`src/rtl/swsr_pkg.sv`:
```
// Package with types and constants of the single-wire sensor reader.
package swsr_pkg;

    localparam int PRE_HIGH_W  = 20;
    localparam int START_LOW_W = 16;
    localparam int REL_HIGH_W  = 8;
    localparam int THRESH_W    = 8;
    localparam int CFG_DATA_W  = 20;
    localparam int CFG_INDEX_W = 2;

    localparam int CNT_W       = 20;
    localparam int PW_W        = 8;
    localparam int BITS_W      = 6;
    localparam int NUM_BITS    = 40;
    localparam logic [PW_W-1:0] PW_MAX = 8'd255;

    localparam int IN_TDATA_W  = 8;
    localparam int OUT_TDATA_W = 40;

    localparam logic [CFG_INDEX_W-1:0] CFG_PRE_HIGH  = 2'd0;
    localparam logic [CFG_INDEX_W-1:0] CFG_START_LOW = 2'd1;
    localparam logic [CFG_INDEX_W-1:0] CFG_REL_HIGH  = 2'd2;
    localparam logic [CFG_INDEX_W-1:0] CFG_THRESHOLD = 2'd3;

    localparam logic [PRE_HIGH_W-1:0]  PRE_HIGH_RST  = 20'd100000;
    localparam logic [START_LOW_W-1:0] START_LOW_RST = 16'd100;
    localparam logic [REL_HIGH_W-1:0]  REL_HIGH_RST  = 8'd4;
    localparam logic [THRESH_W-1:0]    THRESH_RST    = 8'd4;

    localparam logic [1:0] STATUS_OK       = 2'd0;
    localparam logic [1:0] STATUS_CHECKSUM = 2'd1;
    localparam logic [1:0] STATUS_HUM_ZERO = 2'd2;

    typedef struct packed {
        logic [PRE_HIGH_W-1:0]  pre_high_ticks;
        logic [START_LOW_W-1:0] start_low_ticks;
        logic [REL_HIGH_W-1:0]  release_high_ticks;
        logic [THRESH_W-1:0]    one_threshold;
    } t_cfg;

    typedef struct packed {
        logic [1:0]  status;
        logic [15:0] temperature_raw;
        logic [15:0] humidity_raw;
        logic        result_valid;
        logic        busy_res;
        logic        drive_level;
        logic        drive_enable;
    } t_result;

endpackage

```
`src/rtl/swsr_cfg_regs.sv`:
```
// Configuration register file of the single-wire sensor reader.
module swsr_cfg_regs (
    input  logic                               i_clk,
    input  logic                               i_rst_n,
    input  logic                               i_cfg_wr_en,
    input  logic [swsr_pkg::CFG_INDEX_W-1:0]   i_cfg_index,
    input  logic [swsr_pkg::CFG_DATA_W-1:0]    i_cfg_wdata,
    output swsr_pkg::t_cfg                     o_cfg
);

    swsr_pkg::t_cfg r_cfg;

    always_ff @(posedge i_clk) begin
        if (!i_rst_n) begin
            r_cfg.pre_high_ticks     <= swsr_pkg::PRE_HIGH_RST;
            r_cfg.start_low_ticks    <= swsr_pkg::START_LOW_RST;
            r_cfg.release_high_ticks <= swsr_pkg::REL_HIGH_RST;
            r_cfg.one_threshold      <= swsr_pkg::THRESH_RST;
        end else if (i_cfg_wr_en) begin
            unique case (i_cfg_index)
                swsr_pkg::CFG_PRE_HIGH: begin
                    r_cfg.pre_high_ticks <= i_cfg_wdata[swsr_pkg::PRE_HIGH_W-1:0];
                end
                swsr_pkg::CFG_START_LOW: begin
                    r_cfg.start_low_ticks <= i_cfg_wdata[swsr_pkg::START_LOW_W-1:0];
                end
                swsr_pkg::CFG_REL_HIGH: begin
                    r_cfg.release_high_ticks <= i_cfg_wdata[swsr_pkg::REL_HIGH_W-1:0];
                end
                default: begin
                    r_cfg.one_threshold <= i_cfg_wdata[swsr_pkg::THRESH_W-1:0];
                end
            endcase
        end
    end

    assign o_cfg = r_cfg;

endmodule

```
`src/rtl/swsr_core.sv`:
```
// Read sequencer: start pulse, response wait, bit timing and result decode.
module swsr_core (
    input  logic                i_clk,
    input  logic                i_rst_n,
    input  logic                i_en,
    input  logic                i_start_request,
    input  logic                i_line_level,
    input  swsr_pkg::t_cfg      i_cfg,
    output swsr_pkg::t_result   o_result
);

    localparam logic [3:0] PH_IDLE        = 4'd0;
    localparam logic [3:0] PH_PRE_HIGH    = 4'd1;
    localparam logic [3:0] PH_START_LOW   = 4'd2;
    localparam logic [3:0] PH_REL_HIGH    = 4'd3;
    localparam logic [3:0] PH_RESP_LOW1   = 4'd4;
    localparam logic [3:0] PH_RESP_HIGH   = 4'd5;
    localparam logic [3:0] PH_RESP_LOW2   = 4'd6;
    localparam logic [3:0] PH_BIT_WAIT    = 4'd7;
    localparam logic [3:0] PH_BIT_MEASURE = 4'd8;

    localparam int CNT_W  = swsr_pkg::CNT_W;
    localparam int PW_W   = swsr_pkg::PW_W;
    localparam int BITS_W = swsr_pkg::BITS_W;
    localparam int NB     = swsr_pkg::NUM_BITS;

    logic [3:0]        r_phase,  n_phase;
    logic [CNT_W-1:0]  r_cnt,    n_cnt;
    logic [PW_W-1:0]   r_pw,     n_pw;
    logic [BITS_W-1:0] r_bits,   n_bits;
    logic [NB-1:0]     r_rb,     n_rb;

    logic [3:0]        ph_eff;
    logic [CNT_W-1:0]  cnt_eff;
    logic [CNT_W-1:0]  cnt_inc;
    logic [CNT_W-1:0]  limit;
    logic [PW_W-1:0]   pw_eff;
    logic [BITS_W-1:0] bits_eff;
    logic [BITS_W-1:0] bits_new;
    logic [NB-1:0]     rb_eff;
    logic [NB-1:0]     rb_new;
    logic              bit_val;
    logic [9:0]        sum_full;
    logic [7:0]        b0, b1, b2, b3, b4;
    swsr_pkg::t_result res;

    always_ff @(posedge i_clk) begin
        if (!i_rst_n) begin
            r_phase <= PH_IDLE;
            r_cnt   <= '0;
            r_pw    <= '0;
            r_bits  <= '0;
            r_rb    <= '0;
        end else if (i_en) begin
            r_phase <= n_phase;
            r_cnt   <= n_cnt;
            r_pw    <= n_pw;
            r_bits  <= n_bits;
            r_rb    <= n_rb;
        end
    end

    // The tick that starts a read is already the first pre-high tick.
    always_comb begin
        if (r_phase == PH_IDLE && i_start_request) begin
            ph_eff   = PH_PRE_HIGH;
            cnt_eff  = '0;
            pw_eff   = '0;
            bits_eff = '0;
            rb_eff   = '0;
        end else begin
            ph_eff   = r_phase;
            cnt_eff  = r_cnt;
            pw_eff   = r_pw;
            bits_eff = r_bits;
            rb_eff   = r_rb;
        end
    end

    assign cnt_inc  = cnt_eff + CNT_W'(1);
    assign bit_val  = (pw_eff > i_cfg.one_threshold);
    assign rb_new   = {rb_eff[NB-2:0], bit_val};
    assign bits_new = bits_eff + BITS_W'(1);
    assign b0       = rb_new[39:32];
    assign b1       = rb_new[31:24];
    assign b2       = rb_new[23:16];
    assign b3       = rb_new[15:8];
    assign b4       = rb_new[7:0];
    assign sum_full = {2'b00, b0} + {2'b00, b1} + {2'b00, b2} + {2'b00, b3};

    always_comb begin
        case (ph_eff)
            PH_PRE_HIGH:  limit = i_cfg.pre_high_ticks;
            PH_START_LOW: limit = {{(CNT_W-swsr_pkg::START_LOW_W){1'b0}},
                                   i_cfg.start_low_ticks};
            default:      limit = {{(CNT_W-swsr_pkg::REL_HIGH_W){1'b0}},
                                   i_cfg.release_high_ticks};
        endcase
    end

    always_comb begin
        n_phase = ph_eff;
        n_cnt   = cnt_eff;
        n_pw    = pw_eff;
        n_bits  = bits_eff;
        n_rb    = rb_eff;
        res     = '0;

        unique case (ph_eff) inside
            PH_PRE_HIGH, PH_START_LOW, PH_REL_HIGH: begin
                res.drive_enable = 1'b1;
                res.drive_level  = (ph_eff != PH_START_LOW);
                if (cnt_inc >= limit) begin
                    n_cnt = '0;
                    if (ph_eff == PH_PRE_HIGH) begin
                        n_phase = PH_START_LOW;
                    end else if (ph_eff == PH_START_LOW) begin
                        n_phase = PH_REL_HIGH;
                    end else begin
                        n_phase = PH_RESP_LOW1;
                    end
                end else begin
                    n_cnt = cnt_inc;
                end
            end
            PH_RESP_LOW1: begin
                if (!i_line_level) n_phase = PH_RESP_HIGH;
            end
            PH_RESP_HIGH: begin
                if (i_line_level) n_phase = PH_RESP_LOW2;
            end
            PH_RESP_LOW2: begin
                if (!i_line_level) n_phase = PH_BIT_WAIT;
            end
            PH_BIT_WAIT: begin
                if (i_line_level) begin
                    n_phase = PH_BIT_MEASURE;
                    n_pw    = PW_W'(1);
                end
            end
            PH_BIT_MEASURE: begin
                if (i_line_level) begin
                    if (pw_eff != swsr_pkg::PW_MAX) n_pw = pw_eff + PW_W'(1);
                end else begin
                    n_rb = rb_new;
                    n_pw = '0;
                    if (bits_new >= BITS_W'(NB)) begin
                        res.result_valid    = 1'b1;
                        res.humidity_raw    = {b0, b1};
                        res.temperature_raw = {b2, b3};
                        // A checksum mismatch wins over a zero humidity byte.
                        if (sum_full[7:0] != b4) begin
                            res.status = swsr_pkg::STATUS_CHECKSUM;
                        end else if (b0 == 8'd0) begin
                            res.status = swsr_pkg::STATUS_HUM_ZERO;
                        end else begin
                            res.status = swsr_pkg::STATUS_OK;
                        end
                        n_phase = PH_IDLE;
                        n_bits  = '0;
                    end else begin
                        n_bits  = bits_new;
                        n_phase = PH_BIT_WAIT;
                    end
                end
            end
            default: begin
                n_phase = PH_IDLE;
            end
        endcase

        res.busy_res = (n_phase != PH_IDLE);
    end

    assign o_result = res;

endmodule

```
`src/rtl/single_wire_sensor_reader.sv`:
```
// Top level of the single-wire sensor reader: stream ports, staging registers.
// A request is registered in the input stage, then its result in the output stage.
// Throughput: one request per cycle while the output side is ready.
// The input and output stages stall only when the output side is not ready.
// Reset (i_rst_n low, synchronous) empties both stages, idles the sequencer
// and loads the configuration registers with their default values.
module single_wire_sensor_reader (
    input  logic                                  i_clk,
    input  logic                                  i_rst_n,
    input  logic                                  s_axis_tvalid,
    output logic                                  s_axis_tready,
    // tdata: [0] start_request, [1] line_level, [7:2] zero
    input  logic [swsr_pkg::IN_TDATA_W-1:0]       s_axis_tdata,
    output logic                                  m_axis_tvalid,
    input  logic                                  m_axis_tready,
    // tdata: [0] drive_enable, [1] drive_level, [2] busy_res, [3] result_valid,
    // [19:4] humidity_raw, [35:20] temperature_raw, [37:36] status, [39:38] zero
    output logic [swsr_pkg::OUT_TDATA_W-1:0]      m_axis_tdata,
    input  logic                                  i_cfg_wr_en,
    input  logic [swsr_pkg::CFG_INDEX_W-1:0]      i_cfg_index,
    input  logic [swsr_pkg::CFG_DATA_W-1:0]       i_cfg_wdata
);

    swsr_pkg::t_cfg    cfg;
    swsr_pkg::t_result result;

    logic       r_in_valid;
    logic       r_in_start;
    logic       r_in_line;
    logic       r_out_valid;
    logic [$bits(swsr_pkg::t_result)-1:0] r_out_data;
    logic       advance;

    assign advance       = r_in_valid && (!r_out_valid || m_axis_tready);
    assign s_axis_tready = !r_in_valid || advance;

    always_ff @(posedge i_clk) begin
        if (!i_rst_n) begin
            r_in_valid <= 1'b0;
        end else if (s_axis_tready) begin
            r_in_valid <= s_axis_tvalid;
        end
    end

    always_ff @(posedge i_clk) begin
        if (s_axis_tready && s_axis_tvalid) begin
            r_in_start <= s_axis_tdata[0];
            r_in_line  <= s_axis_tdata[1];
        end
    end

    always_ff @(posedge i_clk) begin
        if (!i_rst_n) begin
            r_out_valid <= 1'b0;
        end else if (advance) begin
            r_out_valid <= 1'b1;
        end else if (m_axis_tready) begin
            r_out_valid <= 1'b0;
        end
    end

    always_ff @(posedge i_clk) begin
        if (advance) begin
            r_out_data <= result;
        end
    end

    swsr_cfg_regs u_cfg_regs (
        .i_clk       (i_clk),
        .i_rst_n     (i_rst_n),
        .i_cfg_wr_en (i_cfg_wr_en),
        .i_cfg_index (i_cfg_index),
        .i_cfg_wdata (i_cfg_wdata),
        .o_cfg       (cfg)
    );

    swsr_core u_core (
        .i_clk           (i_clk),
        .i_rst_n         (i_rst_n),
        .i_en            (advance),
        .i_start_request (r_in_start),
        .i_line_level    (r_in_line),
        .i_cfg           (cfg),
        .o_result        (result)
    );

    assign m_axis_tvalid = r_out_valid;
    assign m_axis_tdata  = {{(swsr_pkg::OUT_TDATA_W - $bits(swsr_pkg::t_result)){1'b0}},
                            r_out_data};

endmodule

```
`config.mk`:
```
export PLATFORM = sky130hd
export DESIGN_NAME = single_wire_sensor_reader
export DESIGN_NICKNAME = d
export VERILOG_FILES = /design/src/rtl/swsr_pkg.sv /design/src/rtl/swsr_cfg_regs.sv /design/src/rtl/swsr_core.sv /design/src/rtl/single_wire_sensor_reader.sv
export SDC_FILE = /design/constraint.sdc
export NUM_CORES = 1
export LEC_CHECK = 0
export ABC_AREA = 1
export BUFFER_PORTS_ARGS = -buffer_cell sky130_fd_sc_hd__buf_2
export CAP_MARGIN = 25
export CORE_ASPECT_RATIO = 1.1
export CORE_MARGIN = 4
export CORE_UTILIZATION = 50
export DETAILED_ROUTE_END_ITERATION = 7
export MAX_ROUTING_LAYER = met4
export PLACE_DENSITY_LB_ADDON = 0.1
export SLEW_MARGIN = 20
export SYNTH_ARGS = -nofsm -noshare
export SYNTH_HDL_FRONTEND = slang
export SYNTH_HIERARCHICAL = 1
export SYNTH_SLANG_ARGS = --single-unit
```
`constraint.sdc`:
```
create_clock -name i_clk -period 8 [get_ports i_clk]
set_input_delay 2 -clock i_clk [delete_from_list [all_inputs] [get_ports i_clk]]
set_output_delay 2 -clock i_clk [all_outputs]
set_load 0.05 [all_outputs]
```
* Yosys cells after proc, flatten, opt, wreduce, memory -nomap -nowiden
Index checks and enable logic that the tools add are counted.
Word-level totals: bits of input ports 35, output and inout bits 42, logic and storage cells 97, flip-flop bits (word level) 172
Operators by class: reduce and logical (&&, ||, !) cells 21, add/subtract/negate cells 6, bitwise operators 3, order comparisons 3, equality and inequality tests 13, multiplexer cells 33
Operators with widths (number):
- $mux 40 | 3
- $mux 20 | 3
- $pmux 20 s2 | 1
- $mux 4 | 8
- $mux 8 | 4
- $add 8x8->8 | 3
- $mux 6 | 4
- $pmux 4 s6 | 1
- $add 20x1->20 const B | 1
- $ge 20x20->1 | 1
- $eq 4x3->1 const B | 4
- $pmux 8 s2 | 1
- $reduce_or 3->1 | 3
- $add 8x1->8 const B | 1
- $eq 4x2->1 const B | 2
- $gt 8x8->1 | 1
- $logic_not 8->1 | 1
- $ne 8x8->1 | 1
- $ne 8x8->1 const B | 1
- $reduce_and 2->1 | 4
- $add 6x1->6 const B | 1
- $ge 6x6->1 const B | 1
- $mux 3 | 2
- $mux 1 | 5
- other kinds (16) | 22

* Depth between registers and ports, before layout
depth after elaboration 9, gate-level depth with buffers 27, mapped depth without buffers 25

* Hierarchy
Netlist, hierarchy kept.
By module, submodules not included:
- swsr_core | area an instance 6761.5 µm², times used 1, sequential area each 1541.5 µm², cells each 1072
- swsr_cfg_regs | area an instance 2152.1 µm², times used 1, sequential area each 1041.0 µm², cells each 318
- single_wire_sensor_reader | area an instance 1315.0 µm², times used 1, sequential area each 1241.2 µm², cells each 56

* Worst setup path after synthesis
No wires, ideal clock.
path type input to register, from input m_axis_tready, to register u_core.r_phase[0], path buffers 3, path slack 2.841 ns, arrival time 5.050 ns, stages 8, required time 7.891 ns, setup time 0.109 ns, cell sequence inv_1 > a21oi_1 > clkbuf_1 > clkbuf_1 > buf_1 > nand4_1 > nand2_1 > inv_1
On the way: longest elaborated chain between the ends 2
Ends and longest elaborated chain:
- from (decl) | line single_wire_sensor_reader.sv:15 | input logic m_axis_tready,
- $logic_or 1x1->1 | line single_wire_sensor_reader.sv:34 | assign advance = r_in_valid && (!r_out_valid || m_axis_tready);
- $logic_and 1x1->1 | line single_wire_sensor_reader.sv:34
- via advance | line single_wire_sensor_reader.sv:32 | logic advance;
- to (signal assigned) | line swsr_core.sv:55 | r_phase <= n_phase;
- to (decl) | line swsr_core.sv:27 | logic [3:0] r_phase, n_phase;
The timed path passes the listed nets, and every way through them passes these cells. A chain may end at the register's enable or synchronous reset.

==> results.sh <==
export IMPL_diodes=0
export IMPL_max_freq_ghz=0.214
export IMPL_setup_worst_path_end="r_out_data[2]"
export IMPL_ys_ff_latch=171
export IMPL_die_area_um2=22800
export IMPL_seq_power_share_pct=42.7
export IMPL_arrival_ns=4.83
export IMPL_antenna_found_initial=0
export IMPL_grt_pass1_vias=8160
export IMPL_post_route_period_util_pct=58.4
export IMPL_rsz0062_at_grt="false"
export IMPL_gp_congestion=0.870
export IMPL_multi_input_area_um2=5260
export IMPL_final_util_pct=55.9
export IMPL_die_w_um=144
export IMPL_final_nets=1554
export IMPL_synth_flop_cell="dfxtp_1"
export IMPL_path_depth=22
export IMPL_synth_area_per_cell_um2=7.07
export IMPL_seq_area_um2=3820
export IMPL_grt_usage_pct=21.4
export IMPL_die_h_um=158
export IMPL_ff2ff_setup_slack_ns=3.32
export IMPL_finalInstanceArea_um2=11200
export IMPL_crit_slowest_cell="nand3_4"
export IMPL_r2r_end="r_out_data[2]"
export IMPL_critPathCaptureType="flop"
export IMPL_drc=0
export IMPL_cts_resized=0
export IMPL_critPathMostFrequentCell="nand2_1"
export IMPL_synth_most_common_cell="nand2_1"
export IMPL_clock_sinks=171
export IMPL_seq_area_frac_synth_pct=37.4
export IMPL_clkPwrFrac_pct=37.3
export IMPL_clock_latency_ns=0.42
export IMPL_avgViaCountPerCell=5.22
export IMPL_comb_power_share_pct=20.0
export IMPL_cp_max_fo=69
export IMPL_relSlewSlack_pct=32.3
export IMPL_p_leak_nw=5.54
export IMPL_drt_total_wl_mm=23.3
export IMPL_drt_pass1_iter_count=5
export IMPL_core_rowCount=54
export IMPL_fillCellCount=1974
export IMPL_fin_skew_ns=0.0109
export IMPL_start_util_pct=51.1
export IMPL_synth_top_cells_by_count="376 x nand2_1, 198 x inv_1, 162 x nor2_1, 131 x dfxtp_1, 110 x a21oi_1"
export IMPL_start_kind="flop"
export IMPL_dp_hpwl_mm=15.6
export IMPL_swShare_pct=31.3
export IMPL_r2r_start="u_core/r_phase[0]"
export IMPL_required_ns=8.15
export IMPL_crit_buf_inv=2
export IMPL_post_drt_wl_per_cell_um=13.5
export IMPL_holdCritPathClass="reg2reg"
export IMPL_synth_largest_area_cell="dfxtp_1"
export IMPL_synth_enable_flop_cells=40
export IMPL_max_vdd_ir_drop_mv=0.151
export IMPL_ant_nets=0
export IMPL_cts_buffer_depth=2
export IMPL_cts_tree="yes"
export IMPL_whs_ns=0.462
export IMPL_finalHoldViolCount=0
export IMPL_crit_chain="nor2_1, nand3_4, nand2_1, inv_1, ha_1, nand3_1, nor2_4, nand2_1, nor2_1, nand2_1, and2_1, ha_1, nand2_1, nor2_1, nand4_1, inv_1, a21oi_1, nand2_1, nand3_1, nand3_1, nor2_1, nand3_1"
export IMPL_yosys_warnings=6
export IMPL_io_pins=77
export IMPL_synth_top_area_share_pct=25.6
export IMPL_crit_family="simple AND/OR/NAND/NOR gates"
export IMPL_critPathKind="reg2reg"
export IMPL_drt_iter0_drc=523
export IMPL_finalCriticalPeriod_ns=4.68
export IMPL_max_slew_worst_pin_slew_ns=1.01
export IMPL_drive_gt1_share_pct=9.74
export IMPL_syn2layout_area_growth_pct=9.31
export IMPL_cts_setup_buffers=0
export IMPL_dpl_cell_area_um2=10600
export IMPL_slowest_delay_ns=0.63
export IMPL_setup_tns_ns=0
export IMPL_vias=9037
export IMPL_ys_types=48
export IMPL_critPathLaunch="u_core/r_phase[0]"
export IMPL_core_um2=20000
export IMPL_r2r_cells=22
export IMPL_outcome="finished, final reports clean"
export IMPL_max_cap_viol_count=0
export IMPL_syn_inst=1446
export IMPL_grt_max_degree=80
export IMPL_grt_pass1_wl_mm=39.2
export IMPL_report_final_slew_viol_count=0
export IMPL_synth_async_reset_ratio_pct=0
export IMPL_internal_power_w=0.00154
export IMPL_syn_area_um2=10200
export IMPL_cts_buffers=17
export IMPL_ctsHoldBuffers=0
export IMPL_power_switching_w=0.000702
export IMPL_ctsRootBufferMaster="clkbuf_16"
export IMPL_setup_viol=0
export IMPL_powerDensity_nw_per_um2=200
export IMPL_path_clk_slew_ns=0.07
export IMPL_port_buffers=68
export IMPL_cts_htree_levels=4
export IMPL_yosys_top_cells_area="dfxtp_1 26%, nand2_1 14%, edfxtp_1 12%"
export IMPL_overflow=0
power by group through the flow:
stage                     Sequential, W  Combinational (W)  Clock [W]
after floorplan                0.000994           0.000329          0
after global placement         0.000976           0.000440          0
after detailed placement       0.000977           0.000446          0
after CTS                      0.000957           0.000449   0.000855
after global routing           0.000963           0.000511   0.000892
final                          0.000958           0.000448   0.000835
how the worst min path moves through the flow:
stage | start | endpoint | slack [ns] | depth (start not counted)
finish | u_cfg_regs/o_cfg[39] | u_cfg_regs/o_cfg[39] | 0.46 | 2
global route | u_core/r_rb[5] | u_core/r_rb[5] | 0.48 | 2
CTS | u_cfg_regs/o_cfg[47] | u_cfg_regs/o_cfg[47] | 0.46 | 2
detailed placement | u_cfg_regs/o_cfg[47] | u_cfg_regs/o_cfg[47] | 0.45 | 2
global placement | u_cfg_regs/o_cfg[48] | u_cfg_regs/o_cfg[48] | 0.44 | 2
floorplan | u_cfg_regs/o_cfg[10] | u_cfg_regs/o_cfg[10] | 0.43 | 2
cells by family after synthesis:
kind of cell    after synthesis  synth area share (%)
buf+inv                     283                  11.5
xor+xnor                     24                  2.13
fa+ha+maj                    53                  7.51
compound gates              233                  13.7
simple gates                681                  27.8
flops                       171                  37.4
other cells                   1                0.0367
sequential cells by signal, summed over array words and instances, names as in the netlist:
signal,cells
u_core/r_pw,8
u_core/r_cnt,20
r_in_valid,1
u_core/r_phase,4
r_out_data,38
u_core/r_bits,6
r_in_start,1
u_cfg_regs/o_cfg,52
u_core/r_rb,39
m_axis_tvalid,1
r_in_line,1
metal layers:
layer / track usage (%) / share of wire [%] / up-vias
met1: 28.4 / 47 / 4158
met5: - / 0 / -
met3: 2.72 / 3.3 / 20
met4: 5.82 / 1.2 / 0
li1: - / - / 4697
met2: 34.8 / 48 / 162
cell usage in the layout, fill, tap and decap left out, types with 3 or more instances in the layout:
cell and count:
nand2_1 376, inv_1 198, nor2_1 161, dfxtp_1 131
a21oi_1 109, nand3_1 93, buf_2 67, o21ai_0 42
edfxtp_1 40, ha_1 39, o211ai_1 30, xor2_1 19
clkbuf_16 17, o221ai_1 17, nand4_1 15, fa_1 14
buf_4 9, a22oi_1 9, nor2_2 7, a22o_1 7
nor3_1 7, inv_2 6, a31oi_1 6, clkinv_2 5
nand2_2 5, inv_6 4, nand3b_1 4, xnor2_1 4
nor2_4 3, a21o_1 3
cell type report:
class                      count  area share, %
multi-input combinational    993           47.1
clock inverter                15           1.45
tap                          252           2.82
inverter                     206           6.93
clock buffer                  17           3.80
timing repair buffer          77           3.74
sequential                   171           34.2
worst reg2reg max path: cells and delay by family (launching register included):
kind            cells  cell delay, ns
simple gates       17            2.76
fa+ha+maj           2            0.53
flops               1            0.42
compound gates      1            0.36
buf+inv             2            0.33
per-stage QoR:
step / setup WS (ns) / total power, W / cells
final: 3.32 / 0.00224 / 1731
after global routing: 2.88 / 0.00237 / 1731
after CTS: 3.36 / 0.00226 / 1731
after detailed placement: 3.39 / 0.00142 / 1699
after global placement: 3.42 / 0.00142 / 1698
after floorplan: 2.84 / 0.00132 / 1447
No activity file was read; power rests on OpenSTA's default activity.
